### config.mk
export PLATFORM = sky130hd
export DESIGN_NAME = escape_sequence_decoder
export DESIGN_NICKNAME = d
export VERILOG_FILES = /design/src/rtl/core/esd_pkg.sv /design/src/rtl/core/esd_classify.sv /design/src/rtl/core/esd_parser.sv /design/src/rtl/core/escape_sequence_decoder.sv
export SDC_FILE = /design/constraint.sdc
export NUM_CORES = 1
export LEC_CHECK = 0
export ABC_CLOCK_PERIOD_IN_PS = 7100
export BUFFER_PORTS_ARGS = -buffer_cell sky130_fd_sc_hd__buf_2
export CAP_MARGIN = 20
export CELL_PAD_IN_SITES_DETAIL_PLACEMENT = 1
export CELL_PAD_IN_SITES_GLOBAL_PLACEMENT = 1
export CORE_MARGIN = 2
export CORE_UTILIZATION = 47
export DETAILED_ROUTE_END_ITERATION = 8
export HOLD_SLACK_MARGIN = 0.08
export PLACE_DENSITY_LB_ADDON = 0.12
export SLEW_MARGIN = 20
export SYNTH_ARGS = -nofsm -noshare
export SYNTH_HDL_FRONTEND = slang
export SYNTH_SLANG_ARGS = --single-unit
### constraint.sdc
create_clock -name clk -period 7.1 [get_ports clk]
set_clock_uncertainty 0.2 [all_clocks]
set_input_delay 0.71 -clock clk [delete_from_list [all_inputs] [get_ports clk]]
set_output_delay 0.71 -clock clk [all_outputs]
set_load 0.02 [all_outputs]
### src/rtl/core/esd_pkg.sv
// shared types, character codes and constants of the escape sequence decoder
package esd_pkg;

    // field widths
    localparam int unsigned CP_W     = 21;
    localparam int unsigned VALUE_W  = 32;
    localparam int unsigned STATUS_W = 2;
    localparam int unsigned COUNT_W  = 4;

    // result status codes
    localparam logic [STATUS_W-1:0] STATUS_OK           = 2'd0;
    localparam logic [STATUS_W-1:0] STATUS_HEX_EXPECTED = 2'd1;
    localparam logic [STATUS_W-1:0] STATUS_INVALID_ESC  = 2'd2;

    // positions taken by the fixed-width unicode forms
    localparam logic [COUNT_W-1:0] U_SHORT_DIGITS = 4'd4;
    localparam logic [COUNT_W-1:0] U_LONG_DIGITS  = 4'd8;

    // character codes
    localparam logic [CP_W-1:0] CH_BACKSLASH = 21'h00005C;
    localparam logic [CP_W-1:0] CH_0         = 21'h000030;
    localparam logic [CP_W-1:0] CH_7         = 21'h000037;
    localparam logic [CP_W-1:0] CH_9         = 21'h000039;
    localparam logic [CP_W-1:0] CH_UP_A      = 21'h000041;
    localparam logic [CP_W-1:0] CH_UP_D      = 21'h000044;
    localparam logic [CP_W-1:0] CH_UP_F      = 21'h000046;
    localparam logic [CP_W-1:0] CH_UP_U      = 21'h000055;
    localparam logic [CP_W-1:0] CH_UP_X      = 21'h000058;
    localparam logic [CP_W-1:0] CH_LO_A      = 21'h000061;
    localparam logic [CP_W-1:0] CH_LO_B      = 21'h000062;
    localparam logic [CP_W-1:0] CH_LO_D      = 21'h000064;
    localparam logic [CP_W-1:0] CH_LO_F      = 21'h000066;
    localparam logic [CP_W-1:0] CH_LO_N      = 21'h00006E;
    localparam logic [CP_W-1:0] CH_LO_R      = 21'h000072;
    localparam logic [CP_W-1:0] CH_LO_T      = 21'h000074;
    localparam logic [CP_W-1:0] CH_LO_U      = 21'h000075;
    localparam logic [CP_W-1:0] CH_LO_V      = 21'h000076;
    localparam logic [CP_W-1:0] CH_LO_X      = 21'h000078;

    // control codes of the single-letter escapes
    localparam logic [CP_W-1:0] CTRL_BEL = 21'd7;
    localparam logic [CP_W-1:0] CTRL_BS  = 21'd8;
    localparam logic [CP_W-1:0] CTRL_HT  = 21'd9;
    localparam logic [CP_W-1:0] CTRL_LF  = 21'd10;
    localparam logic [CP_W-1:0] CTRL_VT  = 21'd11;
    localparam logic [CP_W-1:0] CTRL_FF  = 21'd12;
    localparam logic [CP_W-1:0] CTRL_CR  = 21'd13;

    // parser modes
    typedef enum logic [2:0] {
        MODE_START,
        MODE_SELECT,
        MODE_HEX,
        MODE_DEC,
        MODE_OCT,
        MODE_FIXED,
        MODE_DONE
    } parse_mode_t;

    // classification of one character
    typedef struct packed {
        logic            backslash;
        logic            is_hex;
        logic            is_dec;
        logic            is_oct;
        logic            hex_mode;
        logic            dec_mode;
        logic            u_short;
        logic            u_long;
        logic [3:0]      digit;
        logic [CP_W-1:0] single_val;
    } char_class_t;

    // result handed to the output register
    typedef struct packed {
        logic [VALUE_W-1:0]  value;
        logic [STATUS_W-1:0] status;
    } esd_result_t;

endpackage

### src/rtl/core/esd_classify.sv
// character classifier: digit values, mode letters and single-letter mapping
module esd_classify
(
    input  logic [esd_pkg::CP_W-1:0] code_point,
    output esd_pkg::char_class_t     cls
);

    logic [esd_pkg::CP_W-1:0] cls_single;

    // digit ranges and their values
    always_comb
    begin
        cls = '0;
        cls.backslash = (code_point == esd_pkg::CH_BACKSLASH);
        cls.hex_mode  = (code_point == esd_pkg::CH_LO_X) || (code_point == esd_pkg::CH_UP_X);
        cls.dec_mode  = (code_point == esd_pkg::CH_LO_D) || (code_point == esd_pkg::CH_UP_D);
        cls.u_short   = (code_point == esd_pkg::CH_LO_U);
        cls.u_long    = (code_point == esd_pkg::CH_UP_U);
        cls.is_oct    = code_point inside {[esd_pkg::CH_0 : esd_pkg::CH_7]};
        cls.single_val = cls_single;
        if (code_point inside {[esd_pkg::CH_0 : esd_pkg::CH_9]})
        begin
            cls.is_dec = 1'b1;
            cls.is_hex = 1'b1;
            cls.digit  = code_point[3:0];
        end
        else if (code_point inside {[esd_pkg::CH_LO_A : esd_pkg::CH_LO_F],
                                    [esd_pkg::CH_UP_A : esd_pkg::CH_UP_F]})
        begin
            // low nibble of a..f and A..F runs 1..6
            cls.is_hex = 1'b1;
            cls.digit  = code_point[3:0] + 4'd9;
        end
    end

    // single-letter escapes map to control codes, anything else to itself
    always_comb
    begin
        case (code_point)
            esd_pkg::CH_LO_A: cls_single = esd_pkg::CTRL_BEL;
            esd_pkg::CH_LO_B: cls_single = esd_pkg::CTRL_BS;
            esd_pkg::CH_LO_F: cls_single = esd_pkg::CTRL_FF;
            esd_pkg::CH_LO_N: cls_single = esd_pkg::CTRL_LF;
            esd_pkg::CH_LO_R: cls_single = esd_pkg::CTRL_CR;
            esd_pkg::CH_LO_T: cls_single = esd_pkg::CTRL_HT;
            esd_pkg::CH_LO_V: cls_single = esd_pkg::CTRL_VT;
            default:          cls_single = code_point;
        endcase
    end

endmodule

### src/rtl/core/esd_parser.sv
// token parser: mode, accumulator and position state with one-word update
module esd_parser
(
    input  logic                   clk,
    input  logic                   rst_n,
    input  logic                   step,
    input  logic                   last_char,
    input  esd_pkg::char_class_t   cls,
    output esd_pkg::esd_result_t   result
);

    esd_pkg::parse_mode_t              mode_reg, mode_next;
    logic [esd_pkg::VALUE_W-1:0]       acc_reg, acc_next;
    logic [esd_pkg::COUNT_W-1:0]       left_reg, left_next, left_dec;
    logic                              trail_reg, trail_next;
    logic                              select;
    logic [esd_pkg::VALUE_W-1:0]       acc_dec;

    // decimal step: acc * 10 + digit as two shifts and two adds
    assign acc_dec = {acc_reg[esd_pkg::VALUE_W-4:0], 3'b000}
                   + {acc_reg[esd_pkg::VALUE_W-2:0], 1'b0}
                   + {{(esd_pkg::VALUE_W-4){1'b0}}, cls.digit};

    assign left_dec = (left_reg != '0) ? left_reg - 4'd1 : left_reg;

    // the mode letter is read right after the backslash, or first if none
    assign select = (mode_reg == esd_pkg::MODE_SELECT)
                 || ((mode_reg == esd_pkg::MODE_START) && !cls.backslash);

    // next state for one word
    always_comb
    begin
        mode_next  = mode_reg;
        acc_next   = acc_reg;
        left_next  = left_reg;
        trail_next = trail_reg;
        if (select)
        begin
            acc_next = '0;
            if (cls.hex_mode)
            begin
                mode_next = esd_pkg::MODE_HEX;
            end
            else if (cls.dec_mode)
            begin
                mode_next = esd_pkg::MODE_DEC;
            end
            else if (cls.is_oct)
            begin
                acc_next  = {{(esd_pkg::VALUE_W-3){1'b0}}, cls.digit[2:0]};
                mode_next = esd_pkg::MODE_OCT;
            end
            else if (cls.u_short)
            begin
                left_next = esd_pkg::U_SHORT_DIGITS;
                mode_next = esd_pkg::MODE_FIXED;
            end
            else if (cls.u_long)
            begin
                left_next = esd_pkg::U_LONG_DIGITS;
                mode_next = esd_pkg::MODE_FIXED;
            end
            else
            begin
                acc_next  = {{(esd_pkg::VALUE_W-esd_pkg::CP_W){1'b0}}, cls.single_val};
                mode_next = esd_pkg::MODE_DONE;
            end
        end
        else
        begin
            case (mode_reg)
                esd_pkg::MODE_START:
                begin
                    mode_next = esd_pkg::MODE_SELECT;
                end
                esd_pkg::MODE_HEX:
                begin
                    if (cls.is_hex)
                    begin
                        acc_next = {acc_reg[esd_pkg::VALUE_W-5:0], cls.digit};
                    end
                    else
                    begin
                        trail_next = 1'b1;
                        mode_next  = esd_pkg::MODE_DONE;
                    end
                end
                esd_pkg::MODE_DEC:
                begin
                    if (cls.is_dec)
                    begin
                        acc_next = acc_dec;
                    end
                    else
                    begin
                        trail_next = 1'b1;
                        mode_next  = esd_pkg::MODE_DONE;
                    end
                end
                esd_pkg::MODE_OCT:
                begin
                    if (cls.is_oct)
                    begin
                        acc_next = {acc_reg[esd_pkg::VALUE_W-4:0], cls.digit[2:0]};
                    end
                    else
                    begin
                        trail_next = 1'b1;
                        mode_next  = esd_pkg::MODE_DONE;
                    end
                end
                esd_pkg::MODE_FIXED:
                begin
                    // a non-hex character still takes a position
                    if (cls.is_hex)
                    begin
                        acc_next = {acc_reg[esd_pkg::VALUE_W-5:0], cls.digit};
                    end
                    left_next = left_dec;
                    if (left_dec == '0)
                    begin
                        mode_next = esd_pkg::MODE_DONE;
                    end
                end
                default:
                begin
                    trail_next = 1'b1;
                    mode_next  = esd_pkg::MODE_DONE;
                end
            endcase
        end
    end

    // result of the token when this word is its last
    always_comb
    begin
        if ((mode_next == esd_pkg::MODE_FIXED) && (left_next != '0))
        begin
            result.status = esd_pkg::STATUS_HEX_EXPECTED;
            result.value  = '0;
        end
        else if (trail_next)
        begin
            result.status = esd_pkg::STATUS_INVALID_ESC;
            result.value  = '0;
        end
        else
        begin
            result.status = esd_pkg::STATUS_OK;
            result.value  = acc_next;
        end
    end

    // state registers, back to start of token after the last word
    always_ff @(posedge clk or negedge rst_n)
    begin
        if (!rst_n)
        begin
            mode_reg  <= esd_pkg::MODE_START;
            acc_reg   <= '0;
            left_reg  <= '0;
            trail_reg <= 1'b0;
        end
        else if (step)
        begin
            if (last_char)
            begin
                mode_reg  <= esd_pkg::MODE_START;
                acc_reg   <= '0;
                left_reg  <= '0;
                trail_reg <= 1'b0;
            end
            else
            begin
                mode_reg  <= mode_next;
                acc_reg   <= acc_next;
                left_reg  <= left_next;
                trail_reg <= trail_next;
            end
        end
    end

endmodule

### src/rtl/core/escape_sequence_decoder.sv
// escape sequence decoder top level: input register, parser and result register
//
//  channel | valid     | stall     | payload
//  --------+-----------+-----------+---------------------------
//  input   | in_valid  | in_stall  | code_point, last_char
//  output  | out_valid | out_stall | escape_value, status
//
// one word per cycle is taken unless a word that ends a token waits for a
// busy result register; a result passes the input register, then the result
// register, before it is valid. the throughput is set by the parser update of
// mode and accumulator. reset clears the parser to start of token and empties
// both registers. a stalled result holds only words that end a token; other
// words keep flowing through the parser.
module escape_sequence_decoder
(
    input  logic                          clk,
    input  logic                          rst_n,
    input  logic                          in_valid,
    output logic                          in_stall,
    input  logic [esd_pkg::CP_W-1:0]      code_point,
    input  logic                          last_char,
    output logic                          out_valid,
    input  logic                          out_stall,
    output logic [esd_pkg::VALUE_W-1:0]   escape_value,
    output logic [esd_pkg::STATUS_W-1:0]  status
);

    logic                           word_vld_reg;
    logic [esd_pkg::CP_W-1:0]       cp_reg;
    logic                           last_reg;
    logic                           res_vld_reg;
    esd_pkg::esd_result_t           res_reg;
    esd_pkg::char_class_t           cls;
    esd_pkg::esd_result_t           result;
    logic                           res_free;
    logic                           step;
    logic                           load;

    // handshake between the two registers
    assign res_free = !res_vld_reg || !out_stall;
    assign step     = word_vld_reg && (!last_reg || res_free);
    assign load     = !word_vld_reg || step;
    assign in_stall = !load;

    // input register
    always_ff @(posedge clk or negedge rst_n)
    begin
        if (!rst_n)
        begin
            word_vld_reg <= 1'b0;
        end
        else if (load)
        begin
            word_vld_reg <= in_valid;
        end
    end

    always_ff @(posedge clk)
    begin
        if (load && in_valid)
        begin
            cp_reg   <= code_point;
            last_reg <= last_char;
        end
    end

    esd_classify u_classify
    (
        .code_point (cp_reg),
        .cls        (cls)
    );

    esd_parser u_parser
    (
        .clk       (clk),
        .rst_n     (rst_n),
        .step      (step),
        .last_char (last_reg),
        .cls       (cls),
        .result    (result)
    );

    // result register
    always_ff @(posedge clk or negedge rst_n)
    begin
        if (!rst_n)
        begin
            res_vld_reg <= 1'b0;
        end
        else if (res_free)
        begin
            res_vld_reg <= step && last_reg;
        end
    end

    always_ff @(posedge clk)
    begin
        if (res_free && step && last_reg)
        begin
            res_reg <= result;
        end
    end

    assign out_valid    = res_vld_reg;
    assign escape_value = res_reg.value;
    assign status       = res_reg.status;

endmodule

# Word level (Yosys, flattened, before mapping)
# Index checks and enable logic that the tools add are counted.
[word_totals]
in_bits = 26
register_bits = 98
output_inout_bits = 36
elab_cells = 117
[op_classes]
reduce_logical = 31
n_lt_le_gt_ge = 7
mux = 45
add_sub_neg = 4
n_eq_ne = 20
[ops]
columns = ["op", "count"]
rows = [
  ["21-bit by 7-bit == test with 1-bit output, second input constant", 14],
  ["32-bit two-way mux", 9],
  ["21-bit one-hot mux with 7 select lines", 1],
  ["32-bit one-hot mux with 3 select lines", 1],
  ["4-bit two-way mux", 11],
  ["21-bit by 7-bit >= comparator with 1-bit output, second input constant", 2],
  ["21-bit by 6-bit <= comparator with 1-bit output, second input constant", 2],
  ["21-bit by 7-bit <= comparator with 1-bit output, second input constant", 2],
  ["32-bit adder", 1],
  ["32-bit by 4-bit adder with 32-bit output", 1],
  ["3-bit two-way mux", 10],
  ["21-bit by 6-bit >= comparator with 1-bit output, second input constant", 1],
  ["21-bit two-way mux", 1],
  ["3-bit one-hot mux with 5 select lines", 1],
  ["1-bit logical AND", 11],
  ["3-bit == test, second input constant", 3],
  ["1-bit two-way mux", 8],
  ["4-bit nonzero test", 2],
  ["3-bit by 2-bit == test with 1-bit output, second input constant", 2],
  ["1-bit logical NOT", 6],
  ["1-bit logical OR", 6],
  ["2-bit OR reduction", 3],
  ["4-bit adder, second input constant", 1],
  ["4-bit logical NOT", 1],
  ["6 further kinds", 7],
]

# Longest topological paths before layout
# Gate-level depths: netlist (run 1).
[logic_depth]
word_depth = 11
depth_mapped = 20
ltp_nobuf = 19

# Modules after synthesis
# Synthesis (run 1) repeated with hierarchy kept, for this count alone.
[hier_totals]
hier_cells = 803
area_unflattened_um2 = 7668.6
[modules_own_cells]
columns = ["mod", "n_inst", "seq_area_each_um2", "area_per_inst_um2", "cells_each"]
rows = [
  ["esd_parser", 1, 1001.0, 5113.7, 631],
  ["escape_sequence_decoder", 1, 1731.7, 1786.7, 68],
  ["esd_classify", 1, 0.0, 768.2, 104],
]

# Worst setup path after synthesis (run 1)
# Ideal clock, no wire load.
[synth_timing]
path_kind = "register to register"
from = "register cp_reg[1] in the netlist's numbering"
to = "register res_reg (netlist bit escape_value[30]), data pin"
required_time_ps = 6639
n_path_buf = 1
synth_period_minus_slack_ps = 5249
setup_time_ps = 261
arrival_time_ps = 4788
path_slack_ps = 1851
path_stages_with_launch = 21
cell_sequence = "edfxtp_1 inv_1 ha_1 o21bai_1 a21oi_1 or4_1 buf_2 o21ai_0 xnor2_1 and2_1 fa_1 fa_1 a211oi_1 nor3_1 o2111ai_1 a21oi_1 o41ai_1 a221oi_1 xor2_1 a221oi_1 nor2_1"
[synth_between]
elab_chain_len = 11
elab_cells_between_ends = 64
classes_between = "add/sub (2); order compare (7); eq/ne (8); mux (34); reduce/logical (13)"
[synth_rtl]
columns = ["element", "line", "text"]
rows = [
  ["start: declaration", "escape_sequence_decoder.sv:29", "logic [esd_pkg::CP_W-1:0] cp_reg;"],
  ["start signal: assignment", "escape_sequence_decoder.sv:62", "cp_reg <= code_point;"],
  ["branches (longest 11 deep; another with 32-bit by 4-bit adder with 32-bit output)", "--", ""],
  ["end signal: assignment", "escape_sequence_decoder.sv:100", "res_reg <= result;"],
  ["end: declaration", "escape_sequence_decoder.sv:32", "esd_pkg::esd_result_t res_reg;"],
]
# Several ways; the timed one is not identified.
# A chain may end at the register's enable or synchronous reset.

# Worst setup path in the final report (run 1)
[layout_timing]
from = "register cp_reg[20] in the netlist's numbering"
to = "register res_reg (netlist bit escape_value[26]), data pin"
# The elaborated chain is that of the path after synthesis.

==> results of run 1 <==
[layout make-up]
class,instances,share of cell area [%]
Multi-Input combinational cell,686,55.51
Sequential cell,98,32.02
Timing Repair Buffer,70,4.633
Tap cell,216,3.167
Clock buffer,10,2.683
Inverter,23,1.012
Clock inverter,6,0.9677
[per-layer routing]
| metal | track usage (%) | up-vias |
|---|---|---|
| li1 | - | 3344 |
| met1 | 40.98 | 3684 |
| met2 | 49.07 | 259 |
| met3 | 4.383 | 30 |
| met4 | 8.602 | 0 |
| met5 | 0 | - |
[worst min-delay path by stage]
stage                           end  depth (start not counted)
2_1_floorplan             out_valid                          0
3_3_place_gp              out_valid                          1
3_5_place_dp              out_valid                          1
4_1_cts                  cp_reg[16]                          1
5_1_grt        u_parser.left_reg[1]                          1
6_report       u_parser.acc_reg[29]                          1
[power by group through the flow]
stage | Clock [uW] | Combinational [uW] | Sequential [uW]
after floorplan | 0 | 902 | 838
after global placement | 0 | 1220 | 861
after detailed placement | 0 | 1260 | 865
after CTS | 535 | 1280 | 855
after global routing | 553 | 1420 | 875
final | 529 | 1290 | 862
[cells in the final DEF, fill, tap and decap left out, drive strengths merged, types with 10 or more instances in the layout]
cell,count
xor2,12
xnor2,13
a21oi,69
a22oi,21
a21o,16
nand4,10
dfrtp,42
nand3,16
o21bai,10
edfxtp,56
nand2b,11
nor2,75
buf,70
a221oi,14
nor3,28
o31ai,12
and2,12
o211ai,10
a22o,16
inv,25
a211oi,15
ha,66
o21ai,63
nand2,79
clkbuf,10
[cells by family after synthesis]
family                   after synthesis  share of synthesized area [%]
AO/OA/AOI/OAI                        309                          27.97
AND/OR/NAND/NOR                      277                          18.08
flip-flops                            98                          35.36
buffers and inverters                 70                          3.642
adder cells (fa/ha/maj)               68                          11.20
XOR/XNOR                              25                          2.833
multiplexers                           7                         0.9066
[through the flow]
| stage | hold slack [ps] | area [sq um] |
|---|---|---|
| 6_report | 173.4 | 8533 |
| 5_1_grt | 215.0 | 8533 |
| 4_1_cts | 307.7 | 8502 |
| 3_5_place_dp | 324.2 | 8190 |
| 3_3_place_gp | 306.3 | 8190 |
| 2_1_floorplan | 214.4 | 7729 |
[worst max-delay path: cells and delay by family, from the launching register on]
family	cells	cell delay [ps]
AO/OA/AOI/OAI	9	2460
adder cells (fa/ha/maj)	2	950
buffers and inverters	1	230
XOR/XNOR	1	200
flip-flops	1	470
AND/OR/NAND/NOR	5	1490
==> run_results.csv, run 1 <==
group,metric,value,unit
status,outcome,"finished clean",
die,die_x,132.2,microns
pwr,p_comb_share,48.1,%
routing,wl_met3,1522,microns
routing,vias_per_cell,6.598,
logic_synthesis,ys_ff_latch,98,
logic_synthesis,syn_nets,948,
logic_synthesis,netlist_instances,854,
routing,vias,7317,
critical_path,worstSetupEndpoint,"escape_value[26]",
global_routing,grt_usage,29.82,%
critical_path,worstSetupEndpointType,"flip-flop",
critical_path,path_common_cell,"o21ai_0",
pwr,seqPwrFrac,32.1,%
routing,highest_layer,"met4",
routing,wire_per_inst,23.22,microns
layout,fillers,1899,
layout,syn2layout_area_growth,10.41,%
timing,rsz0062_at_grt,"no",
clock_tree,clkTransAtPathRegs,80,ps
routing,antenna_left,0,
global_routing,grt_pass1_vias,7442,
routing,drt-initial-drc-count,623,
critical_path,r2r_end,"escape_value[26]",
layout,final_util,53.33,%
logic_synthesis,syn_avg_cell_area,9.050,sq um
logic_synthesis,synth-edff-count,56,
routing,drt_wl_total,25750,microns
timing,finalMaxSlewViolations,0,
layout,nets,982,
pwr,internal_power,1446,uW
global_routing,grt_pass1_wl,41360,microns
layout,multi_input_area,4737,sq um
pwr,sw_frac_of_total,46.09,%
critical_path,crit_start,"cp_reg[20]",
logic_synthesis,yosys_warnings,0,
layout,diodes,0,
clock_tree,cts-resized-gates,0,
die,fp.coreArea,16000,sq um
logic_synthesis,netlist_area,7729,sq um
critical_path,path_max_fanout,16,
clock_tree,cts_buffer_depth,2,
logic_synthesis,synth_flop_cell,"edfxtp_1",
pwr,leakagePower,0.003551,uW
die,rows,46,
routing,drt-pass1-iter-count,5,
die,die_h,132.2,microns
clock_tree,cts_root_buffer,"clkbuf_16",
timing,fmax,162.2,MHz
global_routing,grt-ovfl-total,0,
timing,maxSlewHeadroom,24.43,%
critical_path,worstPathRequired,7110,ps
logic_synthesis,synthTopCellsByCount,"nand2_1, nor2_1, a21oi_1",
critical_path,slowest_delay,640,ps
global_routing,grt_max_degree,46,
logic_synthesis,synthTopCellsByArea,"edfxtp_1, dfrtp_1, ha_1, a21oi_1, o21ai_0",
placed_design,place_inst,1092,
timing,tns,0,ps
clock_tree,hold_buffers,0,
timing,fin_crit_sh,86.86,%
placed_design,port_buffers,61,
critical_path,cp_slowest_cell,"or4_1",
pwr,irDropWorstVdd,159.0,uV
critical_path,ff2ff_path_depth,18,
critical_path,cp_cell_sequence,"nor4_4 -> nand4_2 -> buf_4 -> or4_1 -> o21ai_0 -> xnor2_1 -> and2_1 -> fa_1 -> fa_1 -> a211oi_1 -> nor3_1 -> o2111ai_1 -> a21oi_1 -> o31ai_1 -> a311oi_1 -> o21ai_0 -> o21ai_0 -> a21oi_1",
logic_synthesis,yosysUniqueCellTypes,75,
die,io_pins,62,
layout,drive_above_1_share,12.88,%
job,maxCapViolCount,0,
timing,hold_viol,0,
clock_tree,tritoncts,"built",
timing,fin_ws,933.2,ps
logic_synthesis,async_reset_ff_share,42.86,%
placed_design,gp_congestion,0.9333,
pwr,power_density,314.3,nW/um^2
clock_tree,htree_levels,3,
clock_tree,post_cts_buffers,0,
pwr,pwr-share-clk,19.7,%
clock_tree,cts-buffers-inserted,9,
min_path,hold_path.class,"input port to asynchronous set/reset pin",
global_routing,antenna_found_initial,0,
pwr,p_sw,1236,uW
timing,final-setup-viol-count,0,
die,initial_core_util,48.30,%
layout,seqCellArea,2733,sq um
logic_synthesis,synth.top_cell.area_share,21.76,%
placed_design,place_hpwl,18350,microns
clock_tree,numClockSinks,98,
clock_tree,insertion_delay,360,ps
routing,dr_wl_met2,12170,microns
routing,drt-met1-wl,11580,microns
routing,drc_errors,0,
critical_path,r2r_setup_slack,930,ps
placed_design,place_ws,1080,ps
critical_path,crit_path_start_kind,"flip-flop",
logic_synthesis,synth_top_area_cell,"edfxtp_1",
die,die-area,17490,sq um
critical_path,reg2reg_from,"cp_reg[20]",
layout,layoutNonFillerInstCount,1109,
pwr,power,2682,uW
logic_synthesis,seq_area_frac_synth,35.36,%
critical_path,cp.arrival,6180,ps
logic_synthesis,yosysMostFrequentCell,"nand2_1",
timing,fin_crit,6167,ps
critical_path,critPathKind,"flip-flop to flip-flop",
timing,tightestPinTransition,1130,ps
Power figures use the tool's default switching activity.
==> run 2, diff against run 1 <==
--- a/config.mk
+++ b/config.mk
@@ -15,6 +15,7 @@
 export DETAILED_ROUTE_END_ITERATION = 8
 export HOLD_SLACK_MARGIN = 0.08
 export PLACE_DENSITY_LB_ADDON = 0.12
+export REMOVE_ABC_BUFFERS = 1
 export SLEW_MARGIN = 20
 export SYNTH_ARGS = -nofsm -noshare
 export SYNTH_HDL_FRONTEND = slang
==> run 2 against run 1 <==
  * Sequential power about the same
  * Worst setup slack better by 110 ps
  * Clock power fell by 1%
  * Combinational power about the same
  * Global-route usage is 0.18 points higher
  * Register-to-register slack improved by 110 ps
  * Utilization is 0.15 points lower
  * Via count hardly changed
  * Cell count about the same
  * Cell area shrank 0.28%
==> run_results.csv, run 2 (synthesized netlist as in run 1, its figures left out) <==
group,metric,value,unit
critical_path,path_delay_family,"compound AO/OA/AOI/OAI gates",
layout,nets,983,
placed_design,gp_congestion,0.9537,
pwr,leakagePower,0.003545,uW
pwr,power_density,315.3,nW/um^2
timing,rsz0062_at_grt,"no",
critical_path,worstPathRequired,7010,ps
clock_tree,cts-resized-gates,0,
timing,finalMaxSlewViolations,0,
die,io_pins,62,
timing,fin_hold_ws,255.1,ps
clock_tree,cts-buffers-inserted,9,
critical_path,ff2ff_path_depth,19,
layout,layout_common_cells,"nand2_1, nor2_1, a21oi_1, ha_1",
min_path,hold_path.class,"input port to asynchronous set/reset pin",
timing,fin_crit_sh,85.31,%
clock_tree,cts_root_buffer,"clkbuf_16",
timing,tightestPinTransition,1107,ps
routing,drc_errors,0,
routing,antenna_left,0,
timing,tns,0,ps
layout,syn2layout_area_growth,10.10,%
clock_tree,insertion_delay,360,ps
critical_path,cp.arrival,5970,ps
clock_tree,tritoncts,"built",
die,fp.coreArea,16000,sq um
status,outcome,"finished clean",
routing,vias_per_cell,6.591,
layout,drive_above_1_share,13.09,%
pwr,power,2683,uW
clock_tree,numClockSinks,98,
critical_path,cp_cell_sequence,"inv_1 -> ha_1 -> o21bai_1 -> a21oi_1 -> or4_1 -> o21ai_0 -> xnor2_1 -> and2_1 -> fa_1 -> fa_1 -> a211oi_1 -> nor3_1 -> o2111ai_1 -> a21oi_1 -> o41ai_1 -> a221oi_1 -> xor2_1 -> a221oi_1 -> nor2_1",
routing,drt_wl_total,26170,microns
die,die-area,17490,sq um
global_routing,grt_pass1_vias,7551,
placed_design,place_inst,1093,
clock_tree,cts_buffer_depth,2,
critical_path,slowest_delay,700,ps
clock_tree,hold_buffers,0,
critical_path,worstSetupEndpointType,"flip-flop",
global_routing,grt_usage,30.00,%
routing,drt-pass1-iter-count,6,
critical_path,crit_path_start_kind,"flip-flop",
clock_tree,htree_levels,3,
timing,final-setup-viol-count,0,
critical_path,crit_cells,19,
die,rows,46,
critical_path,cp_num_buf_inv,1,
die,die_x,132.2,microns
routing,wire_per_inst,23.57,microns
job,maxCapViolCount,0,
layout,final_common_cell,"nand2_1",
global_routing,grt-ovfl-total,0,
routing,vias,7316,
critical_path,critPathKind,"flip-flop to flip-flop",
die,initial_core_util,48.30,%
pwr,irDropWorstVdd,153.0,uV
routing,drt-initial-drc-count,623,
clock_tree,clkTransAtPathRegs,80,ps
timing,fin_crit,6057,ps
critical_path,path_max_fanout,10,
timing,maxSlewHeadroom,26.11,%
layout,diodes,0,
placed_design,place_hpwl,18690,microns
critical_path,cp_slowest_cell,"or4_1",
layout,layoutNonFillerInstCount,1110,
global_routing,grt_max_degree,46,
clock_tree,post_cts_buffers,0,
placed_design,port_buffers,61,
layout,final_util,53.18,%
global_routing,antenna_found_initial,0,
timing,hold_viol,0,
die,die_h,132.2,microns
timing,fmax,165.1,MHz
global_routing,grt_pass1_wl,41580,microns
run 2: changes by cell type in the layout (fill, tap and decap cells not counted):
| cell | before | now |
|---|---|---|
| clkinv_1 | 1 | 2 |
| buf_4 | 9 | 10 |
| clkinv_4 | 0 | 1 |
| clkinv_2 | 0 | 1 |
| clkbuf_1 | 1 | 0 |
| buf_16 | 1 | 0 |
| buf_2 | 60 | 61 |
| inv_6 | 2 | 1 |
| clkinv_8 | 1 | 0 |
| nor2_1 | 73 | 72 |
| nor2_2 | 1 | 2 |
run 2: area by class of cell:
cell class | instances | area [sq um]
fill | 1886 | 7491
multi-input combinational | 686 | 4740
sequential | 98 | 2733
timing repair buffer | 71 | 380.4
tap | 216 | 270.3
clock buffer | 9 | 225.2
inverter | 23 | 86.33
clock inverter | 7 | 75.07
run 2: power breakdown:
| part | switching [uW] | internal (uW) | leakage [uW] |
|---|---|---|---|
| Combinational | 847 | 449 | 0.00230 |
| Sequential | 149 | 716 | 0.00110 |
| Clock | 246 | 277 | 0.000145 |
| Total | 1240 | 1440 | 0.00354 |
run 2: worst paths after layout:
check                          startpoint                    to  slack [ps]
max                             cp_reg[1]      escape_value[30]        1040
min in group clk           code_point[10]            cp_reg[10]         320
min                                 rst_n  u_parser.acc_reg[24]         260
max reg2reg                     cp_reg[1]      escape_value[30]        1040
min reg2reg                     out_valid             out_valid         330
max in group asynchronous           rst_n   u_parser.acc_reg[5]        6000
run 2: worst reg2reg max path, delay by kind of cell, from the launching register on:
family                     cells  cell delay (ps)
AOI/OAI and AO/OA              9             2270
xor gates and xnor gates       2              360
adders and majority gates      3             1200
buffers and inverters          1              150
DFF                            1              510
and+or+nand+nor                4             1110
run 2: routing by layer:
layer / wire length [microns] / track usage [%] / share of wire [%]
met1: 11830 / 41.09 / 45
met2: 12430 / 49.25 / 47
met3: 1378 / 3.806 / 5.3
met4: 532 / 10.22 / 2.0
met5: 0 / 0 / 0
run 2: metrics by stage:
step                instance area [sq um]  worst slack, ps
global route                         8509            540.4
CTS                                  8501             1070
detailed placement                   8200             1121
floorplan                            7533             1630
global placement                     8200             1223
finish                               8509             1043
